==> src/sv/ir_pulse_distance_frame_decoder_assert.svh <==
// ----------------------------------------------------------------------------
// IR pulse-distance frame decoder assertion macros
// Concurrent checks that vanish in synthesis builds.
// ----------------------------------------------------------------------------
`ifndef IR_PULSE_DISTANCE_FRAME_DECODER_ASSERT_SVH
`define IR_PULSE_DISTANCE_FRAME_DECODER_ASSERT_SVH

`ifndef SYNTHESIS

`define IRPD_ASSERT_NEVER(label, clk, rstn, expr) \
    label: assert property (@(posedge clk) disable iff (!(rstn)) !(expr)) \
        else $error("irpd assertion failed: never condition seen");

`define IRPD_ASSERT_NEXT(label, clk, rstn, ante, cons) \
    label: assert property (@(posedge clk) disable iff (!(rstn)) (ante) |=> (cons)) \
        else $error("irpd assertion failed: next-cycle consequence missing");

`define IRPD_ASSERT_SAME(label, clk, rstn, ante, cons) \
    label: assert property (@(posedge clk) disable iff (!(rstn)) (ante) |-> (cons)) \
        else $error("irpd assertion failed: same-cycle consequence missing");

`else

`define IRPD_ASSERT_NEVER(label, clk, rstn, expr)
`define IRPD_ASSERT_NEXT(label, clk, rstn, ante, cons)
`define IRPD_ASSERT_SAME(label, clk, rstn, ante, cons)

`endif

`endif

==> src/sv/irpd_pkg.sv <==
// ----------------------------------------------------------------------------
// IR pulse-distance decoder package
// Shared types, widths and register codes.
// ----------------------------------------------------------------------------
`default_nettype none

package irpd_pkg;

    localparam int TICK_W  = 15;
    localparam int IDX_W   = 7;
    localparam int BYTES_W = 56;
    localparam int CFG_IDX_W = 1;

    localparam logic [CFG_IDX_W-1:0] REG_ONE_THRESHOLD = 1'b0;
    localparam logic [CFG_IDX_W-1:0] REG_GAP_THRESHOLD = 1'b1;

    localparam logic [TICK_W-1:0] ONE_THRESHOLD_RST = 15'd500;
    localparam logic [TICK_W-1:0] GAP_THRESHOLD_RST = 15'd1300;

    typedef struct packed {
        logic [TICK_W-1:0] mark_ticks;
        logic [TICK_W-1:0] space_ticks;
        logic              frame_start;
        logic              last_item;
    } item_t;

    typedef struct packed {
        logic [TICK_W-1:0] one_threshold;
        logic [TICK_W-1:0] gap_threshold;
    } thresh_t;

    typedef struct packed {
        logic [BYTES_W-1:0] frame_bytes;
        logic               check_error;
        logic [IDX_W-1:0]   bit_positions;
    } result_t;

endpackage

`default_nettype wire

==> src/sv/ir_pulse_distance_frame_decoder.sv <==
// ----------------------------------------------------------------------------
// IR pulse-distance frame decoder
// Decodes mark/space pulse pairs into a bit store and reports each frame.
// ----------------------------------------------------------------------------
// One pulse pair is taken per clock while the decode step is not paused. A
// pair is held in the input register, then the decode step updates the frame
// state and, for the last pair of a frame, loads the result register, which
// drives the result outputs. The single decode step between the input and
// result registers sets the rate of one pair per cycle; it pauses only when a
// last pair meets a result that is still waiting to be taken. The user must
// write thresholds through the cfg port (index 0 one threshold, index 1 gap
// threshold) only while the block is idle; the block does not enforce this.
`default_nettype none

`include "ir_pulse_distance_frame_decoder_assert.svh"

module ir_pulse_distance_frame_decoder #(
    parameter int MAX_BITS = 64
) (
    input  wire logic                               aclk,
    input  wire logic                               aresetn,

    input  wire logic                               s_valid,
    output logic                                    s_ready,
    input  wire logic [irpd_pkg::TICK_W-1:0]        s_mark_ticks,
    input  wire logic [irpd_pkg::TICK_W-1:0]        s_space_ticks,
    input  wire logic                               s_frame_start,
    input  wire logic                               s_last_item,

    output logic                                    m_valid,
    input  wire logic                               m_ready,
    output logic [irpd_pkg::BYTES_W-1:0]            m_frame_bytes,
    output logic                                    m_check_error,
    output logic [irpd_pkg::IDX_W-1:0]              m_bit_positions,

    input  wire logic                               cfg_valid,
    output logic                                    cfg_ready,
    input  wire logic [irpd_pkg::CFG_IDX_W-1:0]     cfg_index,
    input  wire logic [irpd_pkg::TICK_W-1:0]        cfg_data
);

    irpd_pkg::item_t   item_reg;
    logic              in_valid_reg;
    irpd_pkg::thresh_t thresh_reg;

    logic [MAX_BITS-1:0]        store_reg, store_next;
    logic [irpd_pkg::IDX_W-1:0] index_reg, index_next;
    logic                       stopped_reg, stopped_next;

    irpd_pkg::result_t result_reg, step_result;
    logic              m_valid_reg;
    logic              step_go;

    assign step_go   = in_valid_reg && (!item_reg.last_item || !m_valid_reg || m_ready);
    assign s_ready   = !in_valid_reg || step_go;
    assign cfg_ready = 1'b1;

    always_ff @(posedge aclk) begin
        if (!aresetn) begin
            thresh_reg.one_threshold <= irpd_pkg::ONE_THRESHOLD_RST;
            thresh_reg.gap_threshold <= irpd_pkg::GAP_THRESHOLD_RST;
        end else if (cfg_valid) begin
            case (cfg_index)
                irpd_pkg::REG_ONE_THRESHOLD: thresh_reg.one_threshold <= cfg_data;
                irpd_pkg::REG_GAP_THRESHOLD: thresh_reg.gap_threshold <= cfg_data;
                default: ;
            endcase
        end
    end

    always_ff @(posedge aclk) begin
        if (!aresetn) begin
            in_valid_reg <= 1'b0;
        end else if (s_ready) begin
            in_valid_reg <= s_valid;
        end
    end

    always_ff @(posedge aclk) begin
        if (s_valid && s_ready) begin
            item_reg.mark_ticks  <= s_mark_ticks;
            item_reg.space_ticks <= s_space_ticks;
            item_reg.frame_start <= s_frame_start;
            item_reg.last_item   <= s_last_item;
        end
    end

    irpd_step #(
        .MAX_BITS (MAX_BITS)
    ) u_step (
        .item         (item_reg),
        .thresh       (thresh_reg),
        .store_cur    (store_reg),
        .index_cur    (index_reg),
        .stopped_cur  (stopped_reg),
        .store_next   (store_next),
        .index_next   (index_next),
        .stopped_next (stopped_next),
        .result       (step_result)
    );

    always_ff @(posedge aclk) begin
        if (!aresetn) begin
            store_reg   <= '0;
            index_reg   <= '0;
            stopped_reg <= 1'b0;
        end else if (step_go) begin
            store_reg   <= store_next;
            index_reg   <= index_next;
            stopped_reg <= stopped_next;
        end
    end

    always_ff @(posedge aclk) begin
        if (!aresetn) begin
            m_valid_reg <= 1'b0;
        end else if (step_go && item_reg.last_item) begin
            m_valid_reg <= 1'b1;
        end else if (m_ready) begin
            m_valid_reg <= 1'b0;
        end
    end

    always_ff @(posedge aclk) begin
        if (step_go && item_reg.last_item) begin
            result_reg <= step_result;
        end
    end

    assign m_valid         = m_valid_reg;
    assign m_frame_bytes   = result_reg.frame_bytes;
    assign m_check_error   = result_reg.check_error;
    assign m_bit_positions = result_reg.bit_positions;

    `IRPD_ASSERT_NEVER(a_index_bound, aclk, aresetn, index_reg > irpd_pkg::IDX_W'(MAX_BITS))
    `IRPD_ASSERT_NEXT(a_last_emits, aclk, aresetn, step_go && item_reg.last_item, m_valid_reg)
    `IRPD_ASSERT_NEXT(a_last_clears, aclk, aresetn, step_go && item_reg.last_item,
                      index_reg == '0 && !stopped_reg)
    `IRPD_ASSERT_SAME(a_no_overrun, aclk, aresetn,
                      m_valid_reg && !m_ready && in_valid_reg && item_reg.last_item, !step_go)

endmodule

`default_nettype wire

==> src/sv/irpd_check.sv <==
// ----------------------------------------------------------------------------
// IR pulse-distance frame check
// Nibble parity of bytes 0..1 vs byte 2[3:0]; no common set bits in 3/4, 5/6.
// ----------------------------------------------------------------------------
`default_nettype none

module irpd_check (
    input  wire logic [irpd_pkg::BYTES_W-1:0] frame_bytes,
    output logic                              check_error
);

    logic [7:0] b0, b1, b2, b3, b4, b5, b6;
    logic [3:0] nib;

    always_comb begin
        b0  = frame_bytes[7:0];
        b1  = frame_bytes[15:8];
        b2  = frame_bytes[23:16];
        b3  = frame_bytes[31:24];
        b4  = frame_bytes[39:32];
        b5  = frame_bytes[47:40];
        b6  = frame_bytes[55:48];
        nib = b0[7:4] ^ b0[3:0] ^ b1[7:4] ^ b1[3:0];
        check_error = (nib != b2[3:0]) || ((b3 & b4) != 8'd0) || ((b5 & b6) != 8'd0);
    end

endmodule

`default_nettype wire

==> src/sv/irpd_step.sv <==
// ----------------------------------------------------------------------------
// IR pulse-distance decode step
// Next frame state and result for one registered pulse pair.
// ----------------------------------------------------------------------------
`default_nettype none

module irpd_step #(
    parameter int MAX_BITS = 64
) (
    input  wire irpd_pkg::item_t                item,
    input  wire irpd_pkg::thresh_t              thresh,
    input  wire logic [MAX_BITS-1:0]            store_cur,
    input  wire logic [irpd_pkg::IDX_W-1:0]     index_cur,
    input  wire logic                           stopped_cur,
    output logic      [MAX_BITS-1:0]            store_next,
    output logic      [irpd_pkg::IDX_W-1:0]     index_next,
    output logic                                stopped_next,
    output irpd_pkg::result_t                   result
);

    localparam int POS_W = $clog2(MAX_BITS);
    localparam logic [irpd_pkg::IDX_W-1:0] LIMIT = irpd_pkg::IDX_W'(MAX_BITS);
    localparam logic [MAX_BITS-1:0] ONE_HOT = {{(MAX_BITS-1){1'b0}}, 1'b1};

    logic [MAX_BITS-1:0]        base_store, work_store;
    logic [irpd_pkg::IDX_W-1:0] base_index, skip_index, work_index;
    logic                       base_stopped, work_stopped;
    logic                       err;

    always_comb begin
        base_store   = item.frame_start ? '0 : store_cur;
        base_index   = item.frame_start ? '0 : index_cur;
        base_stopped = item.frame_start ? 1'b0 : stopped_cur;

        work_store   = base_store;
        work_index   = base_index;
        work_stopped = base_stopped;
        skip_index   = base_index;

        if (!item.frame_start && !base_stopped) begin
            if (item.mark_ticks == '0 || item.space_ticks == '0) begin
                work_stopped = 1'b1;
            end else begin
                if (item.space_ticks > thresh.gap_threshold && base_index < LIMIT) begin
                    skip_index = base_index + 1'b1;
                end
                if (item.space_ticks > thresh.one_threshold && skip_index < LIMIT) begin
                    work_store = base_store | (ONE_HOT << skip_index[POS_W-1:0]);
                end
                work_index = (skip_index < LIMIT) ? skip_index + 1'b1 : skip_index;
            end
        end

        result.frame_bytes   = work_store[irpd_pkg::BYTES_W-1:0];
        result.check_error   = err;
        result.bit_positions = work_index;

        if (item.last_item) begin
            store_next   = '0;
            index_next   = '0;
            stopped_next = 1'b0;
        end else begin
            store_next   = work_store;
            index_next   = work_index;
            stopped_next = work_stopped;
        end
    end

    irpd_check u_check (
        .frame_bytes (work_store[irpd_pkg::BYTES_W-1:0]),
        .check_error (err)
    );

endmodule

`default_nettype wire

==> config.mk <==
export PLATFORM = sky130hd
export DESIGN_NAME = ir_pulse_distance_frame_decoder
export DESIGN_NICKNAME = d
export VERILOG_FILES = /design/src/sv/irpd_pkg.sv /design/src/sv/ir_pulse_distance_frame_decoder.sv /design/src/sv/irpd_check.sv /design/src/sv/irpd_step.sv
export VERILOG_INCLUDE_DIRS = /design/src /design/src/sv
export SDC_FILE = /design/constraint.sdc
export NUM_CORES = 1
export LEC_CHECK = 0
export ABC_CLOCK_PERIOD_IN_PS = 11200
export BUFFER_PORTS_ARGS = -buffer_cell sky130_fd_sc_hd__buf_2
export CAP_MARGIN = 20
export CORE_ASPECT_RATIO = 0.5
export CORE_MARGIN = 4
export CORE_UTILIZATION = 62
export CTS_BUF_LIST = sky130_fd_sc_hd__clkbuf_16
export CTS_CLUSTER_SIZE = 30
export DETAILED_ROUTE_END_ITERATION = 10
export PLACE_DENSITY = 0.9
export SETUP_SLACK_MARGIN = 0.02
export SYNTH_ARGS = -nofsm -noshare
export SYNTH_HDL_FRONTEND = slang
export SYNTH_HIERARCHICAL = 1
export SYNTH_SLANG_ARGS = --single-unit
==> constraint.sdc <==
create_clock -name aclk -period 11.2 [get_ports aclk]
set_input_delay 2.24 -clock aclk [delete_from_list [all_inputs] [get_ports aclk]]
set_output_delay 2.24 -clock aclk [all_outputs]
set_load 0.1 [all_outputs]
* Word level (Yosys, flattened, before mapping)
Cells that the tools add are included.
** Word-level totals
- Output and inout port bits :: 67
- Bits of input ports :: 53
- Register bits :: 200
- Logic and storage cells :: 72
** Cells by class
- Reduce and logical (&&, ||, !) cells :: 24
- Multiplexer cells :: 19
- Bitwise operators :: 7
- Magnitude comparators :: 4
- Eq/ne operators :: 1
- Shift-type cells :: 1
- Add/subtract/negate cells :: 2
** Operators with widths (count)
- $mux 64 :: 5
- $or 64x64->64 :: 1
- $shl 1x6->64 const A :: 1
- $mux 7 :: 8
- $gt 15x15->1 :: 2
- $logic_not 15->1 :: 2
- $and 8x8->8 :: 2
- $reduce_bool 8->1 :: 2
- $add 7x1->7 const B :: 2
- $lt 7x7->1 const B :: 2
- $xor 4x4->4 :: 3
- $logic_and 1x1->1 :: 6
- $logic_or 1x1->1 :: 6
- $mux 1 :: 6
- $logic_not 1->1 :: 5
- $ne 4x4->1 :: 1
- $reduce_and 2->1 :: 2
- $reduce_bool 2->1 :: 1
- $not 1->1 :: 1

* Depth between registers and ports, before layout
Gate-level depths: netlist of the first run.
- Depth after elaboration :: 17
- Depth in mapped cells :: 19
- Gate-level depth less buffers :: 18

* By module
Netlist of the first run, hierarchy kept.
** By module, submodules not included
- ir_pulse_distance_frame_decoder :: cells an instance 553, instances 1, sequential area each 4964.8 um2, area an instance 7044.3 um2
- irpd_step :: cells an instance 531, instances 1, sequential area each 0.0 um2, area an instance 3230.6 um2
- irpd_check :: cells an instance 27, instances 1, sequential area each 0.0 um2, area an instance 245.2 um2

* Least setup slack after synthesis of the first run
OpenSTA, ideal clock, no wires.
- Kind :: in2out
- Start point :: input port m_ready
- End point :: output port s_ready
- Arrival time :: 2.930 ns
- Stages :: 2
- Required time :: 8.960 ns
- Path slack :: 6.030 ns
- Path buffers :: 0
- Cells stage by stage :: nor2b_4 > nand2_1
** Between the ends
- Cells in the longest elaborated chain, start to end :: 3
** Ends and longest elaborated chain
- from (decl) :: line ir_pulse_distance_frame_decoder.sv:31 : input wire logic m_ready,
- $logic_or 1x1->1 :: line ir_pulse_distance_frame_decoder.sv:54 : assign step_go = in_valid_reg && (!item_reg.last_item || !m_valid_reg || m_ready);
- $logic_and 1x1->1 :: line ir_pulse_distance_frame_decoder.sv:54
- $logic_or 1x1->1 :: line ir_pulse_distance_frame_decoder.sv:55 : assign s_ready = !in_valid_reg || step_go;
- to (decl) :: line ir_pulse_distance_frame_decoder.sv:24 : output logic s_ready,
No other way between the ends.

* Final worst setup path of the first run
Same ends and word-level chain as after synthesis.

==> summary.md, run 1 <==
| Metric | Value |
|---|---|
| Post-synth net total | approximately 1200 |
| Worst Path Required | around 9 ns |
| Post-place instance area | 0.0106 mm² |
| Max Buffers Root-to-Sink | 2 |
| Worst hold endpoint | thresh_reg[18]$_SDFFE_PN0P_ |
| Placed cells | 1336 |
| CP Capture Type | primary output |
| Max Cap Viol | 0 |
| Via count | ~8300 |
| Worst Skew | slightly below 0.01 ns |
| Fin nets | 1225 |
| Die width | 189 µm |
| Outcome | completed |
| Pwr/cell area | 135 mW/mm² |
| Leading cell type in the layout, fill and taps excluded | nand2_1 |
| Total I/O pin count | between 100 and 150 |
| DRT Pass-1 Iters | 6 |
| Hold buffers post-CTS | 0 |
| Worst R2R Start | item_reg[14]$_DFFE_PP_ |
| Site row count | 32 |
| Slew HR | around 24% |
| Leak | 0.00427 µW |
| Vias/cell | 6.08 |
| Worst vdd ir | between 0.0001 and 0.00015 V |
| Hold Path Class | flop to flop |
| Total power | 1520 µW |
| GRT overflow | 0 |
| Final ANT Viol Nets | 0 |
| Count of input and output buffers | 118 |
| HP Start | thresh_reg[18]$_SDFFE_PN0P_ |
| Post-DP HPWL | 16700 µm |
| Worst R2R End | m_check_error$_DFFE_PP_ |
| Sum Neg Setup Slack | 0 ns |
| Post-Syn Instances | 1063 |
| Final hold violation count | 0 |
| Routability cong. | 0.945 |
| RSZ-0062 raised after global routing | no |
| Routed WL | 24900 µm |
| Drt wl/cell | around 18 µm |
| Proportion of layout cells with a drive suffix above 1 | 15.8% |
| Tcrit/Tclk final | 46.1% |
| Number of synthesis warnings | 6 |
| Overall Global Routing Usage | between 20% and 30% |
| Final Critical Period | 5.16 ns |
| Slew @ Worst Pin | 1.14 ns |
| Final Instance Area | between 0.01 and 0.015 mm² |
| First-pass GRT wire length | 40100 µm |
| Diode count | 0 |
| Area Growth Syn to Fin | 10.5% |
| Largest net degree at the start of global routing | 131 |
| Post-cts repair resize count | 0 |
| # DRC | 0 |
| Clk_lat worst skew | roughly 0.44 ns |
| Cell area after synthesis | slightly above 0.01 mm² |
| Clock sinks | roughly 190 |
| Commonest cells after routing, fill and taps aside | nand2_1, buf_2, dfxtp_1, edfxtp_1, inv_1 |
| WS Path Type | input port to primary output |
| Max H-tree Level | 4 |
| Fmax | just under 200 MHz |
| Post-Syn Area per Cell | 9.55 µm² |
| Crit start category | input port |
| Clock transition at path regs | 0.07 ns |
| CTS Root Cell | clkbuf_16 |
| Initial antenna violation count | 0 |
| Initial drt markers | 1027 |
| Reg-to-reg setup timing slack | 6.05 ns |
| Vias in the first global route | 7983 |
| Final non-filler cell total | around 1400 |
| Core area | 0.0157 mm² |
| Initial core utilization | 64.5% |
| CTS tree | yes |
| DIE AREA | 0.0186 mm² |
| Crit path DAT | 2.92 ns |
| Worst-case reg-to-reg path depth | 17 |
| Post-CTS setup buffer count | 0 |
| Fin. max-slew vios | 0 |
| Total CTS buffers | 17 |
| Crit-path max FO | 4 |
| Final setup viols | 0 |
| Die height | ~100 µm |
| WHS Path Cells | 2 |
## cell type report
cell class                 instances  area (µm²)
clock inverter                    15         148
fill                            1135        4520
tap                              221         277
multi-input combinational        729        4620
inverter                          67         251
clock buffer                      17         425
timing repair buffer             128         688
sequential                       192        4800
## worst max path at each step
stage                     cells after the start  slack, ns                 endpoint                    from
after global placement                        4       6.08                  s_ready                 m_ready
after detailed placement                      4       6.05                  s_ready                 m_ready
after CTS                                     4       6.04                  s_ready                 m_ready
final                                         4       6.04                  s_ready                 m_ready
after floorplan                               2       6.03                  s_ready                 m_ready
after global routing                         17       5.77  m_check_error$_DFFE_PP_  item_reg[14]$_DFFE_PP_
## power breakdown
part / total, µW / switching, µW / leakage, µW / internal, µW
clock network: 596 / 268 / 0.000281 / 329
logic: 157 / 111 / 0.00224 / 46.8
registers: 761 / 8.53 / 0.00176 / 753
total: 1520 / 387 / 0.00427 / 1130
## layer usage
metal | up-vias | part of all wire (%) | GRT usage [%]
met5 | - | 0 | 0
met4 | 0 | 3.0 | 9.85
met3 | 68 | 8.7 | 5.91
met2 | 437 | 48 | 46.0
met1 | 3933 | 40 | 33.5
li1 | 3884 | - | -
## through the flow
stage	setup slack, ns	utilization (%)	hold WS, ns
floorplan	6.03	-	0.434
global placement	6.08	67.4	0.441
detailed placement	6.05	67.4	0.446
CTS	6.04	71.1	0.459
global route	5.77	71.2	0.472
finish	6.04	71.2	0.457
## critical path: stages
cell	delay [ns]
buf_2	0.12
nor2b_4	0.18
nand2_1	0.08
buf_2	0.30
(Power assumes the default switching activity.)
==> run 2, diff against run 1 <==
- ABC_CLOCK_PERIOD_IN_PS: 11200 -> 4300
- CORE_UTILIZATION: 62 -> 53
- PLACE_DENSITY: 0.9 -> 0.82
- clock period: 11.2 -> 4.3 ns (I/O delays scaled with it)
==> summary.md, run 2 (synthesis gave the netlist of run 1 again) <==
| Metric | Value |
|---|---|
| Outcome | completed |
| Pwr/cell area | 339 mW/mm² |
| Commonest cells after routing, fill and taps aside | nand2_1, buf_2, dfxtp_1, edfxtp_1, mux2i_1 |
| Total CTS buffers | 17 |
| Cells along the critical path | ha_1 -> a21o_1 -> a21o_1 -> a2111o_1 -> o21ai_2 -> buf_4 -> o32ai_2 -> ha_1 -> ha_1 -> nand2b_1 -> buf_4 -> a21oi_1 -> a31oi_1 -> nor2_1 -> a22oi_2 -> nand4_1 -> nor2_1 -> nand4_1 |
| Final Critical Period | between 4 and 5 ns |
| Cell mode on critical path | ha_1 |
| Overall Global Routing Usage | between 20% and 30% |
| Clk_lat worst skew | 0.44 ns |
| Worst Skew | 0.0111 ns |
| Global-route met2 utilization | 40.1% |
| Tcrit/Tclk final | 96.8% |
| WS Path Type | flop to flop |
| Fin nets | approximately 1300 |
| CP max-delay cell | a2111o_1 |
| First-pass GRT wire length | 42100 µm |
| Routability cong. | 0.915 |
| Die width | 204 µm |
| Area Growth Syn to Fin | 15.7% |
| Leak | 0.00450 µW |
| Initial antenna violation count | 0 |
| Drt wl/cell | 18.4 µm |
| DRT Pass-1 Iters | 6 |
| Diode count | 0 |
| Grt met3 use | under 10% |
| Vias/cell | 5.78 |
| # DRC | 0 |
| Final setup viols | 0 |
| Met1 usage | about 33% |
| Clock transition at path regs | roughly 0.080 ns |
| Hold Path Class | flop to flop |
| Worst R2R Start | item_reg[14]$_DFFE_PP_ |
| Hold Slack | 0.454 ns |
| Initial drt markers | 857 |
| Crit start category | flop |
| Max H-tree Level | 4 |
| Largest net degree at the start of global routing | 85 |
| Fin. max-slew vios | 0 |
| Gr busiest metal | met2 |
| Reg-to-reg setup timing slack | 0.14 ns |
| Worst Path Required | 4.48 ns |
| CP Capture Type | flop |
| Fillers | approximately 1500 |
| Final ANT Viol Nets | 0 |
| Proportion of layout cells with a drive suffix above 1 | 21.1% |
| Max Cap Viol | 0 |
| CTS Root Cell | clkbuf_16 |
| GRT overflow | 0 |
| Slew HR | 40.2% |
| Leading cell type in the layout, fill and taps excluded | nand2_1 |
| Via count | 8335 |
| Count of input and output buffers | 118 |
| Final hold violation count | 0 |
| Die height | 106 µm |
| HP Start | thresh_reg[14]$_SDFFE_PN0P_ |
| Origin of the worst setup path | item_reg[14]$_DFFE_PP_ |
| CTS tree | yes |
| Max Buffers Root-to-Sink | 2 |
| Initial core utilization | 54.5% |
| Core area | 0.0186 mm² |
| Clock sinks | between 150 and 200 |
| Slew @ Worst Pin | 0.898 ns |
| Fmax | 240 MHz |
| Total power | 3970 µW |
| Site row count | 35 |
| Crit path largest cell delay | 0.49 ns |
| DIE AREA | around 0.022 mm² |
| Post-DP HPWL | 18600 µm |
| Vias in the first global route | 8147 |
| Crit-path max FO | 5 |
| Worst vdd ir | 0.000262 V |
| Crit path DAT | 4.35 ns |
| Routed WL | 26500 µm |
| Total I/O pin count | between 100 and 150 |
-- run 2: layout make-up --
type | instances | area (µm²) | share of cell area [%]
timing repair buffer | 163 | 947 | 8.07
clock inverter | 15 | 150 | 1.28
clock buffer | 17 | 425 | 3.62
inverter | 67 | 251 | 2.14
tap | 259 | 324 | 2.76
sequential | 192 | 4800 | 40.9
multi-input combinational | 729 | 4840 | 41.2
-- run 2: layer usage --
layer  vias up  share of wire (%)
li1       3957                  -
met1      3957                 42
met2       369                 47
met3        52                7.6
met4         0                2.6
met5         -                  0
-- run 2: where the power goes --
part           total [µW]  internal, µW  switching [µW]
clock                1540           774             770
sequential           1980          1960            24.0
combinational         446           142             304
-- run 2: worst paths after layout --
kind                                               endpoint  cells after the start
worst min register to register  thresh_reg[14]$_SDFFE_PN0P_                      2
worst min-delay path            thresh_reg[14]$_SDFFE_PN0P_                      2
worst max-delay path                m_check_error$_DFFE_PP_                     18
worst max register to register      m_check_error$_DFFE_PP_                     18
-- run 2: repair_timing --
item                       4_1_cts  5_1_grt
pin swaps                        0        9
hold buffers                     0        0
buffers inserted                 0        7
setup endpoints to repair        1        1
gates resized for setup          5       35
-- run 2: stage by stage --
| stage | std cells | utilization, % | cell area, µm² | worst slack [ns] | setup TNS (ns) |
|---|---|---|---|---|---|
| 2_1_floorplan | 1063 | - | 10100 | 0.232 | 0 |
| 3_3_place_gp | 1403 | 58.5 | 10900 | -0.00994 | -0.00994 |
| 3_5_place_dp | 1403 | 58.5 | 10900 | -0.111 | -0.111 |
| 4_1_cts | 1435 | 61.7 | 11500 | 0.0252 | 0 |
| 5_1_grt | 1442 | 63.1 | 11700 | -0.0288 | -0.0288 |
| 6_report | 1442 | 63.1 | 11700 | 0.136 | 0 |
-- run 2: worst max-delay path: cells and delay by family, from the launching register on --
family	cells	cell delay, ns
AO/OA/AOI/OAI	8	1.68
AND/OR/NAND/NOR	5	0.72
buffers and inverters	2	0.31
adder cells (fa/ha/maj)	3	0.78
flip-flops	1	0.41
==> run 3, diff against run 2 <==
- ABC_AREA: default -> 1
- CELL_PAD_IN_SITES_DETAIL_PLACEMENT: default -> 0
- CELL_PAD_IN_SITES_GLOBAL_PLACEMENT: default -> 1
- CORE_MARGIN: 4 -> default
- CORE_UTILIZATION: 53 -> 39
==> summary.md, run 3 <==
| Metric | Value |
|---|---|
| Max H-tree Level | 4 |
| Largest delay contributor family on the critical path | simple AND/OR/NAND/NOR gates |
| HP Start | thresh_reg[19]$_SDFFE_PN1P_ |
| Post-Syn Instances | 1343 |
| Initial core utilization | 40.2% |
| Die width | 232 µm |
| Number of synthesis warnings | 6 |
| Placed cells | 1748 |
| Final ANT Viol Nets | 0 |
| First-pass GRT wire length | 43300 µm |
| Final hold violation count | 0 |
| WS Path Type | flop to flop |
| Outcome | completed |
| WHS Path Cells | 2 |
| Cell mode on critical path | nand2_1 |
| Worst Path Required | 4.52 ns |
| Cell area after synthesis | 0.0103 mm² |
| Stages on worst setup path | 21 |
| Vias in the first global route | 8326 |
| Routed WL | between 20000 and 30000 µm |
| GRT overflow | 0 |
| Clock transition at path regs | 0.07 ns |
| Final Critical Period | 3.89 ns |
| Hold Path Class | flop to flop |
| Max Cap Viol | 0 |
| Total power | 4400 µW |
| Die height | 117 µm |
| Initial drt markers | 717 |
| # DRC | 0 |
| Leading cell type in the layout, fill and taps excluded | nand2_1 |
| CP Buf/Inv Count | 0 |
| Fin. max-slew vios | 0 |
| Core area | 0.0255 mm² |
| Slew HR | 40.7% |
| Fillers | 2542 |
| Max Buffers Root-to-Sink | 2 |
| Crit start category | flop |
| Worst-case reg-to-reg path depth | 21 |
| Fin nets | 1513 |
| Post-DP HPWL | 18900 µm |
| Largest net degree at the start of global routing | 68 |
| CP max-delay cell | nor2_1 |
| Area occupied by multi-input gates | 0.00447 mm² |
| Initial antenna violation count | 0 |
| Site row count | 41 |
| Diode count | 0 |
| Crit path largest cell delay | about 0.53 ns |
| CTS Root Cell | clkbuf_16 |
| Clk_lat worst skew | around 0.46 ns |
| DIE AREA | 0.0270 mm² |
| Overall Global Routing Usage | 20.9% |
| Routability cong. | between 0.9 and 1 |
| Pwr/cell area | 379 mW/mm² |
| Final setup viols | 0 |
| Vias/cell | 4.99 |
| Hold buffers post-CTS | 0 |
| Total I/O pin count | 120 |
| Reg area | 0.00481 mm² |
| Fmax | 257 MHz |
| Area Growth Syn to Fin | 13.0% |
| DRT Pass-1 Iters | 5 |
| Drt wl/cell | 15.2 µm |
| Crit-path max FO | 10 |
| Worst Skew | 0.0232 ns |
| Worst R2R Start | item_reg[16]$_DFFE_PP_ |
| Crit path DAT | 4.10 ns |
| Tcrit/Tclk final | 90.4% |
| Worst vdd ir | 0.000206 V |
| CTS tree | yes |
| Proportion of layout cells with a drive suffix above 1 | 15.6% |
| Cells along the critical path | ha_1 -> nand2_1 -> nor2_1 -> nand3_1 -> nor2_2 -> nor2_4 -> nand2_2 -> nand2_1 -> nand2_1 -> ha_1 -> nand2_1 -> nor2_1 -> nand3_1 -> nand2_1 -> nor2_1 -> nor2_1 -> nand2_1 -> nand3_1 -> nand2_1 -> nor2_1 -> nand3_2 |
| Origin of the worst setup path | item_reg[16]$_DFFE_PP_ |
| Total CTS buffers | 17 |
| Count of input and output buffers | around 120 |
| Leak | 0.00536 µW |
| Slew @ Worst Pin | 0.890 ns |
| Commonest cells after routing, fill and taps aside | nand2_1, inv_1, nor2_1 |
| Via count | between 8000 and 9000 |
| Sum Neg Setup Slack | 0 ns |
| Post-synth net total | 1433 |
| Clock sinks | 192 |
| CP Capture Type | flop |
| RSZ-0062 raised after global routing | no |
| Post-Syn Area per Cell | 7.65 µm² |
| Final non-filler cell total | 1780 |
-- run 3: layout make-up --
type,count,area share (%)
clock buffer,17,3.66
clock inverter,15,1.23
inverter,165,5.33
multi-input combinational,915,38.5
sequential,192,41.4
tap,344,3.71
timing repair buffer,132,6.16
-- run 3: final timing paths --
path | to | slack, ns
min reg2reg | thresh_reg[19]$_SDFFE_PN1P_ | 0.46
max | m_check_error$_DFFE_PP_ | 0.41
min | thresh_reg[19]$_SDFFE_PN1P_ | 0.46
max reg2reg | m_check_error$_DFFE_PP_ | 0.41
-- run 3: power by group --
part / switching [µW] / internal [µW]
sequential: 60.4 / 2020
combinational: 535 / 217
clock: 722 / 852
-- run 3: worst register-to-register path: stages, from the launching register on --
cell and delay, ns:
edfxtp_1 0.43, ha_1 0.33, nand2_1 0.08, nor2_1 0.15, nand3_1 0.13, nor2_2 0.17, nor2_4 0.08, nand2_2 0.16
nand2_1 0.07, nand2_1 0.16, ha_1 0.25, nand2_1 0.15, nor2_1 0.54, nand3_1 0.18, nand2_1 0.16, nor2_1 0.08
nor2_1 0.10, nand2_1 0.11, nand3_1 0.09, nand2_1 0.06, nor2_1 0.13, nand3_2 0.07
-- run 3: metal layers --
| layer | vias up | share of wire [%] | track usage (%) |
|---|---|---|---|
| met5 | - | 0 | 0 |
| met4 | 0 | 0.98 | 5.61 |
| met3 | 18 | 4.9 | 4.68 |
| met2 | 216 | 45 | 33.5 |
| met1 | 4179 | 49 | 28.5 |
| li1 | 4478 | - | - |
-- run 3: what timing repair did --
item	in CTS	in global routing
buffers inserted	0	0
endpoints found under the setup margin	0	1
resized for setup	0	2
-- run 3: per-stage QoR --
step	hold WS, ns	area, µm²	worst slack [ns]	utilization (%)
floorplan	0.429	10300	1.04	-
global placement	0.440	11000	0.492	43.1
detailed placement	0.443	11000	0.424	43.2
CTS	0.461	11600	0.412	45.4
global route	0.480	11600	0.0782	45.5
finish	0.456	11600	0.414	45.5
